`src/rtl/trsn_pkg.sv`:
```
// -----------------------------------------------------------------------------
// trsn_pkg
// Types, constants and float helper functions of the square root block.
// -----------------------------------------------------------------------------
`default_nettype none

package trsn_pkg;

	// Clock edges from the edge that accepts an item to the edge that takes
	// its result.
	localparam int LATENCY = 23;

	// Float constants of the Newton step, the float units and the tables.
	localparam logic [31:0] FP_HALF         = 32'h3F00_0000;
	localparam logic [31:0] FP_THREE_HALVES = 32'h3FC0_0000;
	localparam logic [31:0] FP_DEFAULT_NAN  = 32'hFFC0_0000;
	localparam logic [31:0] FP_QUIET_BIT    = 32'h0040_0000;
	localparam logic [7:0]  EXP_ALL_ONES    = 8'hFF;
	localparam logic [22:0] SQRT_HALF_MANT  = 23'h3504F3;

	// Bit positions of the float fields.
	localparam int EXP_LSB  = 23;
	localparam int MANT_IDX = 13;

	// Operand before normalization: value = sig / 2^95 * 2^(ex - 127).
	typedef struct packed {
		logic               sign;
		logic [95:0]        sig;
		logic signed [11:0] ex;
		logic               special;
		logic [31:0]        spec_bits;
	} norm_t;

	// Operand with its normalizing shift already worked out.
	typedef struct packed {
		logic        sign;
		logic [95:0] sig;
		logic        left;
		logic [6:0]  amt;
		logic [7:0]  e_field;
		logic        ovf;
		logic        is_zero;
		logic        special;
		logic [31:0] spec_bits;
	} shift_t;

	// Leading zero count of a 96-bit word.
	function automatic logic [6:0] lzc96(logic [95:0] w);
		logic [6:0] cnt;
		cnt = 7'd0;
		for (int i = 0; i < 96; i++) begin
			if (w[i]) begin
				cnt = 7'(95 - i);
			end
		end
		return cnt;
	endfunction

	// Picks the shift that normalizes the word, or denormalizes it when the
	// exponent falls below the normal range.
	function automatic shift_t norm_prep(norm_t n);
		shift_t             s;
		logic [6:0]         lz;
		logic signed [11:0] e_r;
		lz = lzc96(n.sig);
		e_r = n.ex - $signed({5'd0, lz});
		s.sign = n.sign;
		s.sig = n.sig;
		s.special = n.special;
		s.spec_bits = n.spec_bits;
		s.is_zero = (n.sig == '0);
		s.ovf = 1'b0;
		s.left = 1'b1;
		s.amt = lz;
		s.e_field = e_r[7:0];
		if (e_r > 12'sd254) begin
			s.ovf = 1'b1;
		end else if (e_r < 12'sd1) begin
			s.e_field = 8'd0;
			if (n.ex >= 12'sd1) begin
				s.left = 1'b1;
				s.amt = 7'(n.ex - 12'sd1);
			end else begin
				s.left = 1'b0;
				s.amt = 7'(12'sd1 - n.ex);
			end
		end
		return s;
	endfunction

	// Shifts, rounds to nearest even and packs the float result.
	function automatic logic [31:0] norm_finish(shift_t s);
		logic [95:0] ws;
		logic        lost;
		logic        guard;
		logic        sticky;
		logic        rnd;
		logic [30:0] pk;
		logic [31:0] res;
		ws = s.left ? (s.sig << s.amt) : (s.sig >> s.amt);
		lost = !s.left && ((ws << s.amt) != s.sig);
		guard = ws[71];
		sticky = (|ws[70:0]) | lost;
		rnd = guard & (sticky | ws[72]);
		pk = {s.e_field, ws[94:72]} + 31'(rnd);
		if (s.special) begin
			res = s.spec_bits;
		end else if (s.is_zero) begin
			res = {s.sign, 31'd0};
		end else if (s.ovf) begin
			res = {s.sign, EXP_ALL_ONES, 23'd0};
		end else begin
			res = {s.sign, pk};
		end
		return res;
	endfunction

	// Exponent table entry: 1/sqrt(2^(e-127)), with the end codes clamped.
	function automatic logic [31:0] exp_rom_bits(logic [7:0] e);
		logic [7:0]        ee;
		logic signed [9:0] d;
		logic signed [9:0] k;
		logic [9:0]        field;
		logic [22:0]       mant;
		if (e == 8'd0) begin
			ee = 8'd1;
		end else if (e == EXP_ALL_ONES) begin
			ee = 8'd254;
		end else begin
			ee = e;
		end
		d = $signed({2'd0, ee}) - 10'sd127;
		if (d[0] == 1'b0) begin
			k = d >>> 1;
			field = 10'(10'sd127 - k);
			mant = 23'd0;
		end else begin
			k = (d - 10'sd1) >>> 1;
			field = 10'(10'sd126 - k);
			mant = SQRT_HALF_MANT;
		end
		return {1'b0, field[7:0], mant};
	endfunction

	// Widens a positive normal float to a real.
	function automatic real f32_to_real(logic [31:0] b);
		logic [63:0] d;
		if (b[30:0] == 31'd0) begin
			d = 64'd0;
		end else begin
			d = {b[31], 11'({3'd0, b[30:23]} + 11'd896), b[22:0], 29'd0};
		end
		return $bitstoreal(d);
	endfunction

	// Rounds a positive normal real to float bits, nearest even.
	function automatic logic [31:0] real_to_f32(real r);
		logic [63:0] d;
		logic [10:0] e64;
		logic [30:0] pk;
		logic        rnd;
		logic [31:0] res;
		d = $realtobits(r);
		e64 = d[62:52];
		pk = {8'(e64 - 11'd896), d[51:29]};
		rnd = d[28] & ((|d[27:0]) | d[29]);
		if (d[62:0] == 63'd0) begin
			res = 32'd0;
		end else begin
			res = {d[63], pk + 31'(rnd)};
		end
		return res;
	endfunction

	// Rounds a real to float precision and back.
	function automatic real f32_round(real r);
		return f32_to_real(real_to_f32(r));
	endfunction

	// Mantissa table entry: 1/sqrt(1 + i*step), refined in double precision.
	// The step is the reciprocal of the table depth.
	function automatic logic [31:0] man_rom_bits(int i, real step_raw);
		real step;
		real t;
		real x;
		real y;
		step = f32_round(step_raw);
		t = f32_round(step * real'(i));
		x = f32_round(1.0 + t);
		y = 0.85;
		for (int k = 0; k < 10; k++) begin
			y = y * (1.5 - 0.5 * x * y * y);
		end
		return real_to_f32(y);
	endfunction

endpackage

`default_nettype wire

```
`src/rtl/trsn_fpmul.sv`:
```
// -----------------------------------------------------------------------------
// trsn_fpmul
// Single-precision multiplier, round to nearest even, subnormals kept.
// Three register stages: product, normalize count, shift and round.
// -----------------------------------------------------------------------------
`default_nettype none

module trsn_fpmul (
	input  wire logic        clk,
	input  wire logic [31:0] a,
	input  wire logic [31:0] b,
	output logic      [31:0] y
);

	logic              sa, sb;
	logic [7:0]        ea, eb, ea_eff, eb_eff;
	logic [22:0]       fa, fb;
	logic              nan_a, nan_b, inf_a, inf_b, zero_a, zero_b;
	logic [47:0]       prod;
	trsn_pkg::norm_t   n_d;
	trsn_pkg::norm_t   n_s1;
	trsn_pkg::shift_t  sh_s2;
	logic [31:0]       y_s3;

	// Unpack both operands and classify them.
	assign sa = a[31];
	assign sb = b[31];
	assign ea = a[30:23];
	assign eb = b[30:23];
	assign fa = a[22:0];
	assign fb = b[22:0];
	assign nan_a = (ea == trsn_pkg::EXP_ALL_ONES) && (fa != 23'd0);
	assign nan_b = (eb == trsn_pkg::EXP_ALL_ONES) && (fb != 23'd0);
	assign inf_a = (ea == trsn_pkg::EXP_ALL_ONES) && (fa == 23'd0);
	assign inf_b = (eb == trsn_pkg::EXP_ALL_ONES) && (fb == 23'd0);
	assign zero_a = (a[30:0] == 31'd0);
	assign zero_b = (b[30:0] == 31'd0);
	assign ea_eff = (ea == 8'd0) ? 8'd1 : ea;
	assign eb_eff = (eb == 8'd0) ? 8'd1 : eb;
	assign prod = 48'({(ea != 8'd0), fa}) * 48'({(eb != 8'd0), fb});

	// Significand product and special operands.
	always_comb begin
		n_d.sign = sa ^ sb;
		n_d.sig = {prod, 48'd0};
		n_d.ex = $signed({4'd0, ea_eff}) + $signed({4'd0, eb_eff}) - 12'sd126;
		n_d.special = 1'b1;
		if (nan_a) begin
			n_d.spec_bits = a | trsn_pkg::FP_QUIET_BIT;
		end else if (nan_b) begin
			n_d.spec_bits = b | trsn_pkg::FP_QUIET_BIT;
		end else if ((inf_a && zero_b) || (zero_a && inf_b)) begin
			n_d.spec_bits = trsn_pkg::FP_DEFAULT_NAN;
		end else if (inf_a || inf_b) begin
			n_d.spec_bits = {sa ^ sb, trsn_pkg::EXP_ALL_ONES, 23'd0};
		end else if (zero_a || zero_b) begin
			n_d.spec_bits = {sa ^ sb, 31'd0};
		end else begin
			n_d.special = 1'b0;
			n_d.spec_bits = 32'd0;
		end
	end

	// Pipeline: product, shift count, rounded result.
	always_ff @(posedge clk) begin
		n_s1 <= n_d;
		sh_s2 <= trsn_pkg::norm_prep(n_s1);
		y_s3 <= trsn_pkg::norm_finish(sh_s2);
	end

	assign y = y_s3;

endmodule

`default_nettype wire

```
`config.mk`:
```
export PLATFORM = sky130hd
export DESIGN_NAME = trsn_fpmul
export DESIGN_NICKNAME = d
export VERILOG_FILES = /design/src/rtl/trsn_pkg.sv /design/src/rtl/trsn_fpmul.sv
export SDC_FILE = /design/constraint.sdc
export NUM_CORES = 2
export LEC_CHECK = 0
export ABC_AREA = 1
export CORE_MARGIN = 1
export CORE_UTILIZATION = 25
export CTS_CLUSTER_SIZE = 30
export DETAILED_ROUTE_END_ITERATION = 6
export DONT_BUFFER_PORTS = 1
export GPL_ROUTABILITY_DRIVEN = 0
export PLACE_DENSITY = 0.43
export REMOVE_ABC_BUFFERS = 1
export SKIP_LAST_GASP = 1
export SLEW_MARGIN = 20
export SYNTH_ARGS = -nofsm -noshare
export SYNTH_HDL_FRONTEND = slang
export SYNTH_SLANG_ARGS = --single-unit
```
`constraint.sdc`:
```
create_clock -name clk -period 15.2 [get_ports clk]
set_clock_uncertainty 0.1 [all_clocks]
set_input_delay 2.28 -clock clk [delete_from_list [all_inputs] [get_ports clk]]
set_output_delay 2.28 -clock clk [all_outputs]
set_load 0.02 [all_outputs]
```
==> run metrics <==
cell seen most often among critical-path stages=sky130_fd_sc_hd__fa_1; period utilisation layout=59.2%; reg-to-reg slack, setup=7.50 ns; setup repair after global routing missed its margin=false; number of DRC markers in iteration 0=4532; Critical Path Source Type=input pin; crit path kind=in -> reg; top-level I/O count=97; total vias in the final route=39600; CTS clk-pin slew, worst paths=0.07 ns; critical path peak fanout=26; Critical Path End Type=register; Final Hold Viols=0; Synth warnings=0; routed wire length=171000 um; ratio of routed vias to standard cells=5.00; Max-Slew Margin vs Limit=30.5%; worst setup path endpoint=n_s1[139]$_DFF_P_; CP Depth=31; Least-Margin Pin Slew=1.03 ns; level count of the clock H-tree=1; startpoint of the worst-slack reg-to-reg timing path=sh_s2[43]$_DFF_P_; Slowest Stage Delay on Critical Path=0.67 ns; Area Overhead vs Synth=5.29%; register area share after synthesis=11.2%; worst-case setup margin in the final layout=6.20 ns; number of detailed-routing iterations run before antenna repair=7; pin count of the biggest net entering global routing=93; number of synthesized register bits=224; Netlist cell types=61; via count of the first global-routing pass=39000; Gate Count Post-Synth=6177; total clock buffers created by CTS=23; CP max-delay cell=sky130_fd_sc_hd__o311ai_0; antenna violation net count after detailed routing=0; die boundary height=402 um; final core occ=26.5%; Async SR Flop Fraction=0%; number of input and output port buffers inserted=0; depth of the worst register-to-register path=31; clk_lat worst skew=0.54 ns; clock sink total=224; area of the placeable core=158000 um^2; buffer depth of the longest clock path=3; overall global routing resource usage=20.9%; hpwl dp=137000 um; Worst Path Buf+Inv=5; Die Wd=402 um; CTS tree=done; total DRC errors in the routed layout=0; Fin Setup TNS=0 ns; share of post-route cells with drive strength above 1=2.74%; number of post-CTS setup repair buffers=0; antenna violations before repair=4; clock root buffer=sky130_fd_sc_hd__clkbuf_16; outcome=completed; number of nets at the end of the flow=6582; Layout fillers=17800; Max Cap Violations=0; final count of pins violating max slew=0; top area cells in the synthesized netlist=sky130_fd_sc_hd__fa_1, sky130_fd_sc_hd__nand2_1, sky130_fd_sc_hd__dfxtp_1; Syn Std Cell Area=39900 um^2; Post-synth top flop=sky130_fd_sc_hd__dfxtp_1; number of hold-repair buffers added at the cts stage=0; sum of overflow across all layers after global routing=0; number of resized instances in the post-cts repair step=0; Die Outline Area=161000 um^2; fin crit period=9.00 ns; average detailed-routed wire length per instance=21.6 um; Worst Hold Slack=0.221 ns; destination of the worst register-to-register timing path=y[0]$_DFF_P_; number of enable-type register cells in the synthesized netlist=0; dominant cell type by area after synthesis=sky130_fd_sc_hd__fa_1; maximum clock rate=111 MHz; critical path data arrival time=9.37 ns; wire length of the first global-routing pass=257000 um; area fraction of the dominant cell type after synthesis=24.3%; floorplan row count=146; final count of negative-setup-slack endpoints=0; starting density of the core=25.2%; post-synthesis area per instance=6.46 um^2; Crit path max-delay family=adder cells; most instantiated library cell after synthesis=sky130_fd_sc_hd__nand2_1; pre-CTS setup slack=5.51 ns; top post-synthesis cells by count=sky130_fd_sc_hd__nand2_1, sky130_fd_sc_hd__inv_1, sky130_fd_sc_hd__nand3_1, sky130_fd_sc_hd__fa_1, sky130_fd_sc_hd__o21ai_0; worst setup path startpoint=a[10]; worst hold path type=reg -> reg; Data required, critical path=15.57 ns
metrics by stage:
step           instances  instance area (um^2)
2_1_floorplan       5769                 38300
3_3_place_gp        7880                 41200
3_5_place_dp        7880                 41200
4_1_cts             7922                 42000
5_1_grt             7922                 42000
6_report            7923                 42000
area by class of cell:
type	count	area (um^2)	share of cell area (%)
diodes	1	2.50	0.00595
clock buffers	34	689	1.64
clock inverters	8	134	0.319
inverters	1006	3790	9.02
multi-input cells	4539	30000	71.4
flip-flops and latches	224	4510	10.7
well taps	2072	2590	6.17
repair buffers	39	293	0.697
metal layers:
metal  global-route usage (%)  wire [um]  vias up
met1                     29.0      76900    19200
met5                        0          0        -
met4                     8.13       7460        0
met3                     2.77      12100      295
met2                     32.7      75000     1500
li1                         -          -    18600
flip-flops by register name, indices dropped and copies added (netlist names):
| name | count |
|---|---|
| y | 32 |
| n_s1 | 92 |
| sh_s2 | 100 |
worst reg2reg max path, delay by kind of cell (launching register included):
kind,cells,cell delay (ns)
and+or+nand+nor,21,3.11
AOI/OAI and AO/OA,8,2.82
buffers and inverters,2,0.79
DFF,1,0.77
logic make-up after synthesis:
logic type	Yosys count	share of synthesized area, %
simple gates	2924	30.6
compound gates	822	11.5
fa+ha+maj	684	30.5
buf+inv	1414	13.6
flops	224	11.2
mux	39	0.981
xor+xnor	70	1.54
layout by cell type (no fill, tap or decap), types with 116 or more instances in the layout:
cell type	instances
sky130_fd_sc_hd__a21oi_1	116
sky130_fd_sc_hd__dfxtp_1	218
sky130_fd_sc_hd__o21ai_0	365
sky130_fd_sc_hd__nand3_1	617
sky130_fd_sc_hd__ha_1	200
sky130_fd_sc_hd__o21ai_1	154
sky130_fd_sc_hd__inv_1	989
sky130_fd_sc_hd__fa_1	484
sky130_fd_sc_hd__nand2_1	1912
sky130_fd_sc_hd__nor2_1	219
worst min-delay path by stage:
stage / endpoint / cells past startpoint / slack [ns] / startpoint
after floorplan: sh_s2[0]$_DFF_P_ / 0 / 0.21 / n_s1[0]$_DFF_P_
after global placement: sh_s2[29]$_DFF_P_ / 0 / 0.21 / n_s1[29]$_DFF_P_
after global routing: sh_s2[28]$_DFF_P_ / 0 / 0.23 / n_s1[28]$_DFF_P_
final: sh_s2[28]$_DFF_P_ / 0 / 0.22 / n_s1[28]$_DFF_P_
after detailed placement: sh_s2[28]$_DFF_P_ / 0 / 0.21 / n_s1[28]$_DFF_P_
after CTS: sh_s2[28]$_DFF_P_ / 0 / 0.22 / n_s1[28]$_DFF_P_
Power is left out: the tool's default activity adds up to more than one toggle a clock period on the data nets, which glitch-free logic cannot reach.
