File: config.mk
export PLATFORM = sky130hd
export DESIGN_NAME = trsn_fpsub
export DESIGN_NICKNAME = d
export VERILOG_FILES = /design/src/rtl/trsn_pkg.sv /design/src/rtl/trsn_fpsub.sv
export SDC_FILE = /design/constraint.sdc
export NUM_CORES = 2
export LEC_CHECK = 0
export ABC_AREA = 1
export BUFFER_PORTS_ARGS = -buffer_cell sky130_fd_sc_hd__buf_2
export CORE_MARGIN = 4
export CORE_UTILIZATION = 35
export DETAILED_ROUTE_END_ITERATION = 16
export GPL_TIMING_DRIVEN = 0
export PLACE_DENSITY = 0.47
export SLEW_MARGIN = 20
export SYNTH_ARGS = -nofsm -noshare
export SYNTH_HDL_FRONTEND = slang
export SYNTH_SLANG_ARGS = --single-unit
export TNS_END_PERCENT = 5
File: constraint.sdc
create_clock -name clk -period 31.3 [get_ports clk]
set_input_delay 6.26 -clock clk [delete_from_list [all_inputs] [get_ports clk]]
set_output_delay 6.26 -clock clk [all_outputs]
set_load 0.01 [all_outputs]
File: src/rtl/trsn_pkg.sv
// -----------------------------------------------------------------------------
// trsn_pkg
// Types, constants and float helper functions of the square root block.
// -----------------------------------------------------------------------------
`default_nettype none

package trsn_pkg;

	// Clock edges from the edge that accepts an item to the edge that takes
	// its result.
	localparam int LATENCY = 23;

	// Float constants of the Newton step, the float units and the tables.
	localparam logic [31:0] FP_HALF         = 32'h3F00_0000;
	localparam logic [31:0] FP_THREE_HALVES = 32'h3FC0_0000;
	localparam logic [31:0] FP_DEFAULT_NAN  = 32'hFFC0_0000;
	localparam logic [31:0] FP_QUIET_BIT    = 32'h0040_0000;
	localparam logic [7:0]  EXP_ALL_ONES    = 8'hFF;
	localparam logic [22:0] SQRT_HALF_MANT  = 23'h3504F3;

	// Bit positions of the float fields.
	localparam int EXP_LSB  = 23;
	localparam int MANT_IDX = 13;

	// Operand before normalization: value = sig / 2^95 * 2^(ex - 127).
	typedef struct packed {
		logic               sign;
		logic [95:0]        sig;
		logic signed [11:0] ex;
		logic               special;
		logic [31:0]        spec_bits;
	} norm_t;

	// Operand with its normalizing shift already worked out.
	typedef struct packed {
		logic        sign;
		logic [95:0] sig;
		logic        left;
		logic [6:0]  amt;
		logic [7:0]  e_field;
		logic        ovf;
		logic        is_zero;
		logic        special;
		logic [31:0] spec_bits;
	} shift_t;

	// Leading zero count of a 96-bit word.
	function automatic logic [6:0] lzc96(logic [95:0] w);
		logic [6:0] cnt;
		cnt = 7'd0;
		for (int i = 0; i < 96; i++) begin
			if (w[i]) begin
				cnt = 7'(95 - i);
			end
		end
		return cnt;
	endfunction

	// Picks the shift that normalizes the word, or denormalizes it when the
	// exponent falls below the normal range.
	function automatic shift_t norm_prep(norm_t n);
		shift_t             s;
		logic [6:0]         lz;
		logic signed [11:0] e_r;
		lz = lzc96(n.sig);
		e_r = n.ex - $signed({5'd0, lz});
		s.sign = n.sign;
		s.sig = n.sig;
		s.special = n.special;
		s.spec_bits = n.spec_bits;
		s.is_zero = (n.sig == '0);
		s.ovf = 1'b0;
		s.left = 1'b1;
		s.amt = lz;
		s.e_field = e_r[7:0];
		if (e_r > 12'sd254) begin
			s.ovf = 1'b1;
		end else if (e_r < 12'sd1) begin
			s.e_field = 8'd0;
			if (n.ex >= 12'sd1) begin
				s.left = 1'b1;
				s.amt = 7'(n.ex - 12'sd1);
			end else begin
				s.left = 1'b0;
				s.amt = 7'(12'sd1 - n.ex);
			end
		end
		return s;
	endfunction

	// Shifts, rounds to nearest even and packs the float result.
	function automatic logic [31:0] norm_finish(shift_t s);
		logic [95:0] ws;
		logic        lost;
		logic        guard;
		logic        sticky;
		logic        rnd;
		logic [30:0] pk;
		logic [31:0] res;
		ws = s.left ? (s.sig << s.amt) : (s.sig >> s.amt);
		lost = !s.left && ((ws << s.amt) != s.sig);
		guard = ws[71];
		sticky = (|ws[70:0]) | lost;
		rnd = guard & (sticky | ws[72]);
		pk = {s.e_field, ws[94:72]} + 31'(rnd);
		if (s.special) begin
			res = s.spec_bits;
		end else if (s.is_zero) begin
			res = {s.sign, 31'd0};
		end else if (s.ovf) begin
			res = {s.sign, EXP_ALL_ONES, 23'd0};
		end else begin
			res = {s.sign, pk};
		end
		return res;
	endfunction

	// Exponent table entry: 1/sqrt(2^(e-127)), with the end codes clamped.
	function automatic logic [31:0] exp_rom_bits(logic [7:0] e);
		logic [7:0]        ee;
		logic signed [9:0] d;
		logic signed [9:0] k;
		logic [9:0]        field;
		logic [22:0]       mant;
		if (e == 8'd0) begin
			ee = 8'd1;
		end else if (e == EXP_ALL_ONES) begin
			ee = 8'd254;
		end else begin
			ee = e;
		end
		d = $signed({2'd0, ee}) - 10'sd127;
		if (d[0] == 1'b0) begin
			k = d >>> 1;
			field = 10'(10'sd127 - k);
			mant = 23'd0;
		end else begin
			k = (d - 10'sd1) >>> 1;
			field = 10'(10'sd126 - k);
			mant = SQRT_HALF_MANT;
		end
		return {1'b0, field[7:0], mant};
	endfunction

	// Widens a positive normal float to a real.
	function automatic real f32_to_real(logic [31:0] b);
		logic [63:0] d;
		if (b[30:0] == 31'd0) begin
			d = 64'd0;
		end else begin
			d = {b[31], 11'({3'd0, b[30:23]} + 11'd896), b[22:0], 29'd0};
		end
		return $bitstoreal(d);
	endfunction

	// Rounds a positive normal real to float bits, nearest even.
	function automatic logic [31:0] real_to_f32(real r);
		logic [63:0] d;
		logic [10:0] e64;
		logic [30:0] pk;
		logic        rnd;
		logic [31:0] res;
		d = $realtobits(r);
		e64 = d[62:52];
		pk = {8'(e64 - 11'd896), d[51:29]};
		rnd = d[28] & ((|d[27:0]) | d[29]);
		if (d[62:0] == 63'd0) begin
			res = 32'd0;
		end else begin
			res = {d[63], pk + 31'(rnd)};
		end
		return res;
	endfunction

	// Rounds a real to float precision and back.
	function automatic real f32_round(real r);
		return f32_to_real(real_to_f32(r));
	endfunction

	// Mantissa table entry: 1/sqrt(1 + i*step), refined in double precision.
	// The step is the reciprocal of the table depth.
	function automatic logic [31:0] man_rom_bits(int i, real step_raw);
		real step;
		real t;
		real x;
		real y;
		step = f32_round(step_raw);
		t = f32_round(step * real'(i));
		x = f32_round(1.0 + t);
		y = 0.85;
		for (int k = 0; k < 10; k++) begin
			y = y * (1.5 - 0.5 * x * y * y);
		end
		return real_to_f32(y);
	endfunction

endpackage

`default_nettype wire

File: src/rtl/trsn_fpsub.sv
// -----------------------------------------------------------------------------
// trsn_fpsub
// Single-precision subtractor y = a - b, round to nearest even.
// Three register stages: align and add, normalize count, shift and round.
// -----------------------------------------------------------------------------
`default_nettype none

module trsn_fpsub (
	input  wire logic        clk,
	input  wire logic [31:0] a,
	input  wire logic [31:0] b,
	output logic      [31:0] y
);

	logic              sa, sb;
	logic [7:0]        ea, eb, ea_eff, eb_eff, e_diff;
	logic [22:0]       fa, fb;
	logic              nan_a, nan_b, inf_a, inf_b, swap, lost, sign_big, sign_small;
	logic [95:0]       big, small_op, aligned, total;
	trsn_pkg::norm_t   n_d;
	trsn_pkg::norm_t   n_s1;
	trsn_pkg::shift_t  sh_s2;
	logic [31:0]       y_s3;

	// Unpack; the subtrahend's sign is flipped for the addition.
	assign sa = a[31];
	assign sb = ~b[31];
	assign ea = a[30:23];
	assign eb = b[30:23];
	assign fa = a[22:0];
	assign fb = b[22:0];
	assign nan_a = (ea == trsn_pkg::EXP_ALL_ONES) && (fa != 23'd0);
	assign nan_b = (eb == trsn_pkg::EXP_ALL_ONES) && (fb != 23'd0);
	assign inf_a = (ea == trsn_pkg::EXP_ALL_ONES) && (fa == 23'd0);
	assign inf_b = (eb == trsn_pkg::EXP_ALL_ONES) && (fb == 23'd0);
	assign ea_eff = (ea == 8'd0) ? 8'd1 : ea;
	assign eb_eff = (eb == 8'd0) ? 8'd1 : eb;

	// Order by magnitude and align the smaller operand; bits shifted out
	// collapse into the lowest bit, far below the rounding position.
	assign swap = (b[30:0] > a[30:0]);
	assign big = swap ? {1'b0, (eb != 8'd0), fb, 71'd0} : {1'b0, (ea != 8'd0), fa, 71'd0};
	assign small_op = swap ? {1'b0, (ea != 8'd0), fa, 71'd0} : {1'b0, (eb != 8'd0), fb, 71'd0};
	assign e_diff = swap ? (eb_eff - ea_eff) : (ea_eff - eb_eff);
	assign aligned = small_op >> e_diff;
	assign lost = ((aligned << e_diff) != small_op);
	assign sign_big = swap ? sb : sa;
	assign sign_small = swap ? sa : sb;
	assign total = (sign_big != sign_small) ? (big - (aligned | 96'(lost)))
		: (big + (aligned | 96'(lost)));

	// Sum and special operands.
	always_comb begin
		n_d.sign = (total == 96'd0) ? 1'b0 : sign_big;
		n_d.sig = total;
		n_d.ex = $signed({4'd0, (swap ? eb_eff : ea_eff)}) + 12'sd1;
		n_d.special = 1'b1;
		if (nan_a) begin
			n_d.spec_bits = a | trsn_pkg::FP_QUIET_BIT;
		end else if (nan_b) begin
			n_d.spec_bits = b | trsn_pkg::FP_QUIET_BIT;
		end else if (inf_a && inf_b && (sa != sb)) begin
			n_d.spec_bits = trsn_pkg::FP_DEFAULT_NAN;
		end else if (inf_a) begin
			n_d.spec_bits = a;
		end else if (inf_b) begin
			n_d.spec_bits = {sb, trsn_pkg::EXP_ALL_ONES, 23'd0};
		end else if ((a[30:0] == 31'd0) && (b[30:0] == 31'd0)) begin
			n_d.spec_bits = {sa & sb, 31'd0};
		end else begin
			n_d.special = 1'b0;
			n_d.spec_bits = 32'd0;
		end
	end

	// Pipeline: sum, shift count, rounded result.
	always_ff @(posedge clk) begin
		n_s1 <= n_d;
		sh_s2 <= trsn_pkg::norm_prep(n_s1);
		y_s3 <= trsn_pkg::norm_finish(sh_s2);
	end

	assign y = y_s3;

endmodule

`default_nettype wire

==> metrics.md <==
| Metric | Value |
|---|---|
| Status | `completed` |
| Buffers added on ports | `96` |
| Area grow syn2layout | `8.52%` |
| Hold WC Path Type | `reg2reg` |
| Antenna viol nets, final | `0` |
| Worst reg2reg setup slack | `21.82 ns` |
| Post-Syn Instances | `8872` |
| Crit path capture type | `flip-flop` |
| RSZ-0062 raised after global routing | `no` |
| Hold Startpoint | `n_s1[19]$_DFF_P_` |
| Final HPWL DP | `283000 um` |
| Syn avg cell area | `5.34 um^2` |
| Synth top area share | `22.7%` |
| Synth area leaders | `nand2_1, dfxtp_1, o21ai_0` |
| Cell row count | `134` |
| Slew @ Worst Pin | `1.31 ns` |
| Initial Utilization | `35.4%` |
| Filler instances | `15600` |
| Setup TNS | `0 ns` |
| Longest Clk Path Bufs | `3` |
| Die Wd | `376 um` |
| Hold Path Depth | `0` |
| Count of maximum capacitance violations | `0` |
| Syn_nets | `9025` |
| Predominant post-synthesis flop cell | `dfxtp_1` |
| Fin. max-slew vios | `0` |
| Largest net degree at the start of global routing | `16` |
| Final WL | `335000 um` |
| Worst-path cell with the longest stage delay | `o21ai_1` |
| CTS buffer count | `35` |
| Worst Setup SP | `a[26]` |
| Synth Warn # | `0` |
| Clk root buf | `clkbuf_16` |
| Commonest non-fill, non-tap cells in the layout | `nand2_1, o21ai_0, inv_1, nor2_1, a21oi_1` |
| FMAX | `47.3 MHz` |
| Final Hold Violating Endpoints | `0` |
| CTS resizes | `0` |
| Vias in the first global route | `59100` |
| Async SR Flop Fraction | `0%` |
| Number of synthesized flops with an enable pin | `0` |
| Register area share after synthesis | `13.5%` |
| Number of DRC markers in iteration 0 | `10200` |
| Post-CTS Setup Repair Bufs | `0` |
| Initial antenna violation count | `20` |
| Layout cells sized above 1 | `4.71%` |
| FF-to-FF End | `y[0]$_DFF_P_` |
| Setup Viol. Count Final | `0` |
| Yosys reg bits | `319` |
| Setup Skew | `0.0155 ns` |
| Slew HR | `11.4%` |
| Critical Path Source Type | `input port` |
| Clk pin slew, worst setup/hold paths | `0.06 ns` |
| Reg-to-Reg Start | `sh_s2[45]$_DFF_P_` |
| Clock insertion delay at the later pin of the skew report | `0.59 ns` |
| I/O Pins | `97` |
| Final period util | `67.6%` |
| H-tree depth | `2` |
| DR vias | `65600` |
| Post-layout min period | `21.15 ns` |
| Drt pass-1 iters | `8` |
| Clock sink count | `319` |
| Hold buffer count at cts | `0` |
| Crit Path Max Fanout | `10` |
| CP Data Required Time | `31.76 ns` |
| CTS tree | `done` |
| Core area | `134000 um^2` |
| Commonest non-fill, non-tap cell in the layout | `nand2_1` |
| GRT Util Overall | `45.2%` |
| Max incr delay on CP | `0.98 ns` |
| Die span in y | `376 um` |
| Nets | `9163` |
| Worst Setup Path Type | `in2reg` |
| Syn Std Cell Area | `47400 um^2` |
| Drt via density | `6.06` |
| Total grt overflow | `0` |
| Synth unique cells | `80` |
| Die Area | `141000 um^2` |
| Gp weighted congestion | `1.18` |
| Hold endpoint | `sh_s2[19]$_DFF_P_` |
| DR WL/cell | `31.0 um` |
| Worst Reg-to-Reg Cells | `30` |
| DRC errors left | `0` |
| First-pass GRT wire length | `457000 um` |
| Top cell by count, worst path | `nand2_1` |
| Synth area leader | `nand2_1` |
| Crit path DAT | `21.61 ns` |
[worst max-delay path by stage]
stage | endpoint | cells after the start
after floorplan | n_s1[141]$_SDFF_PN0_ | 80
after global placement | n_s1[141]$_SDFF_PN0_ | 76
after detailed placement | n_s1[141]$_SDFF_PN0_ | 78
after CTS | n_s1[141]$_SDFF_PN0_ | 78
after global routing | n_s1[141]$_SDFF_PN0_ | 75
final | n_s1[141]$_SDFF_PN0_ | 75
[cell usage after synthesis (all sizes together) (17+ instances only)]
cell and number:
ha 85, nand3 341, inv 968, a31oi 50, o21ai 1451, xnor2 44
a21oi 389, or2 50, nand4 82, nor2 752, dfxtp 319, nor3 89
nand2 2871, clkbuf 302, a221o 18, o31ai 17, buf 253, o22ai 50
nor4 40, xor2 161, nand3b 30, mux2i 276, o211ai 90
[critical path, delay by kind of cell]
family / cells / cell delay, ns
xor+xnor: 2 / 0.79
buf+inv: 15 / 1.92
mux: 4 / 1.31
compound gates: 14 / 4.14
simple gates: 37 / 6.30
fa+ha+maj: 3 / 0.84
[routing by layer]
metal | vias to the layer above | track usage [%] | share of wire, %
met1 | 30100 | 54.0 | 37
met2 | 4888 | 67.3 | 41
li1 | 29300 | - | -
met5 | - | 0 | 0.033
met3 | 1291 | 11.8 | 11
met4 | 12 | 38.7 | 11
[cells by family (layout without fill, tap and decap cells)]
group	Yosys count	in the layout	synth area share, %
buffers and inverters	1533	1696	12.5
adder cells (fa/ha/maj)	88	88	2.37
AO/OA/AOI/OAI	2184	2184	25.1
other	0	11	0
AND/OR/NAND/NOR	4265	4265	36.8
flip-flops	319	319	13.5
XOR/XNOR	205	205	3.85
multiplexers	278	278	5.90
[area by class of cell]
| cell class | count | area, um^2 | area share (%) |
|---|---|---|---|
| clock inverters | 20 | 278 | 0.540 |
| clock buffers | 42 | 942 | 1.83 |
| plain buffers | 555 | 2240 | 4.35 |
| multi-input cells | 7020 | 35100 | 68.3 |
| flip-flops and latches | 319 | 6390 | 12.4 |
| repair buffers | 101 | 522 | 1.02 |
| well taps | 1768 | 2210 | 4.30 |
| diodes | 11 | 27.5 | 0.0536 |
| inverters | 978 | 3670 | 7.14 |
[state kept, by name (all words and copies together) (netlist names)]
signal  count
sh_s2     148
n_s1      139
y          32
[metrics by stage]
| step | worst slack, ns | instances | util, % | instance area, um^2 | hold slack [ns] |
|---|---|---|---|---|---|
| 6_report | 10.15 | 10800 | 38.4 | 51400 | 0.319 |
| 5_1_grt | 9.50 | 10800 | 38.4 | 51400 | 0.325 |
| 4_1_cts | 10.84 | 10800 | 38.3 | 51300 | 0.319 |
| 3_5_place_dp | 10.33 | 10700 | 37.4 | 50100 | 0.312 |
| 3_3_place_gp | 10.17 | 10700 | 37.4 | 50100 | 0.310 |
| 2_1_floorplan | 15.18 | 8872 | - | 47400 | 0.310 |
Power is left out: the tool's default activity adds up to more than one toggle a clock period on the data nets, which glitch-free logic cannot reach.
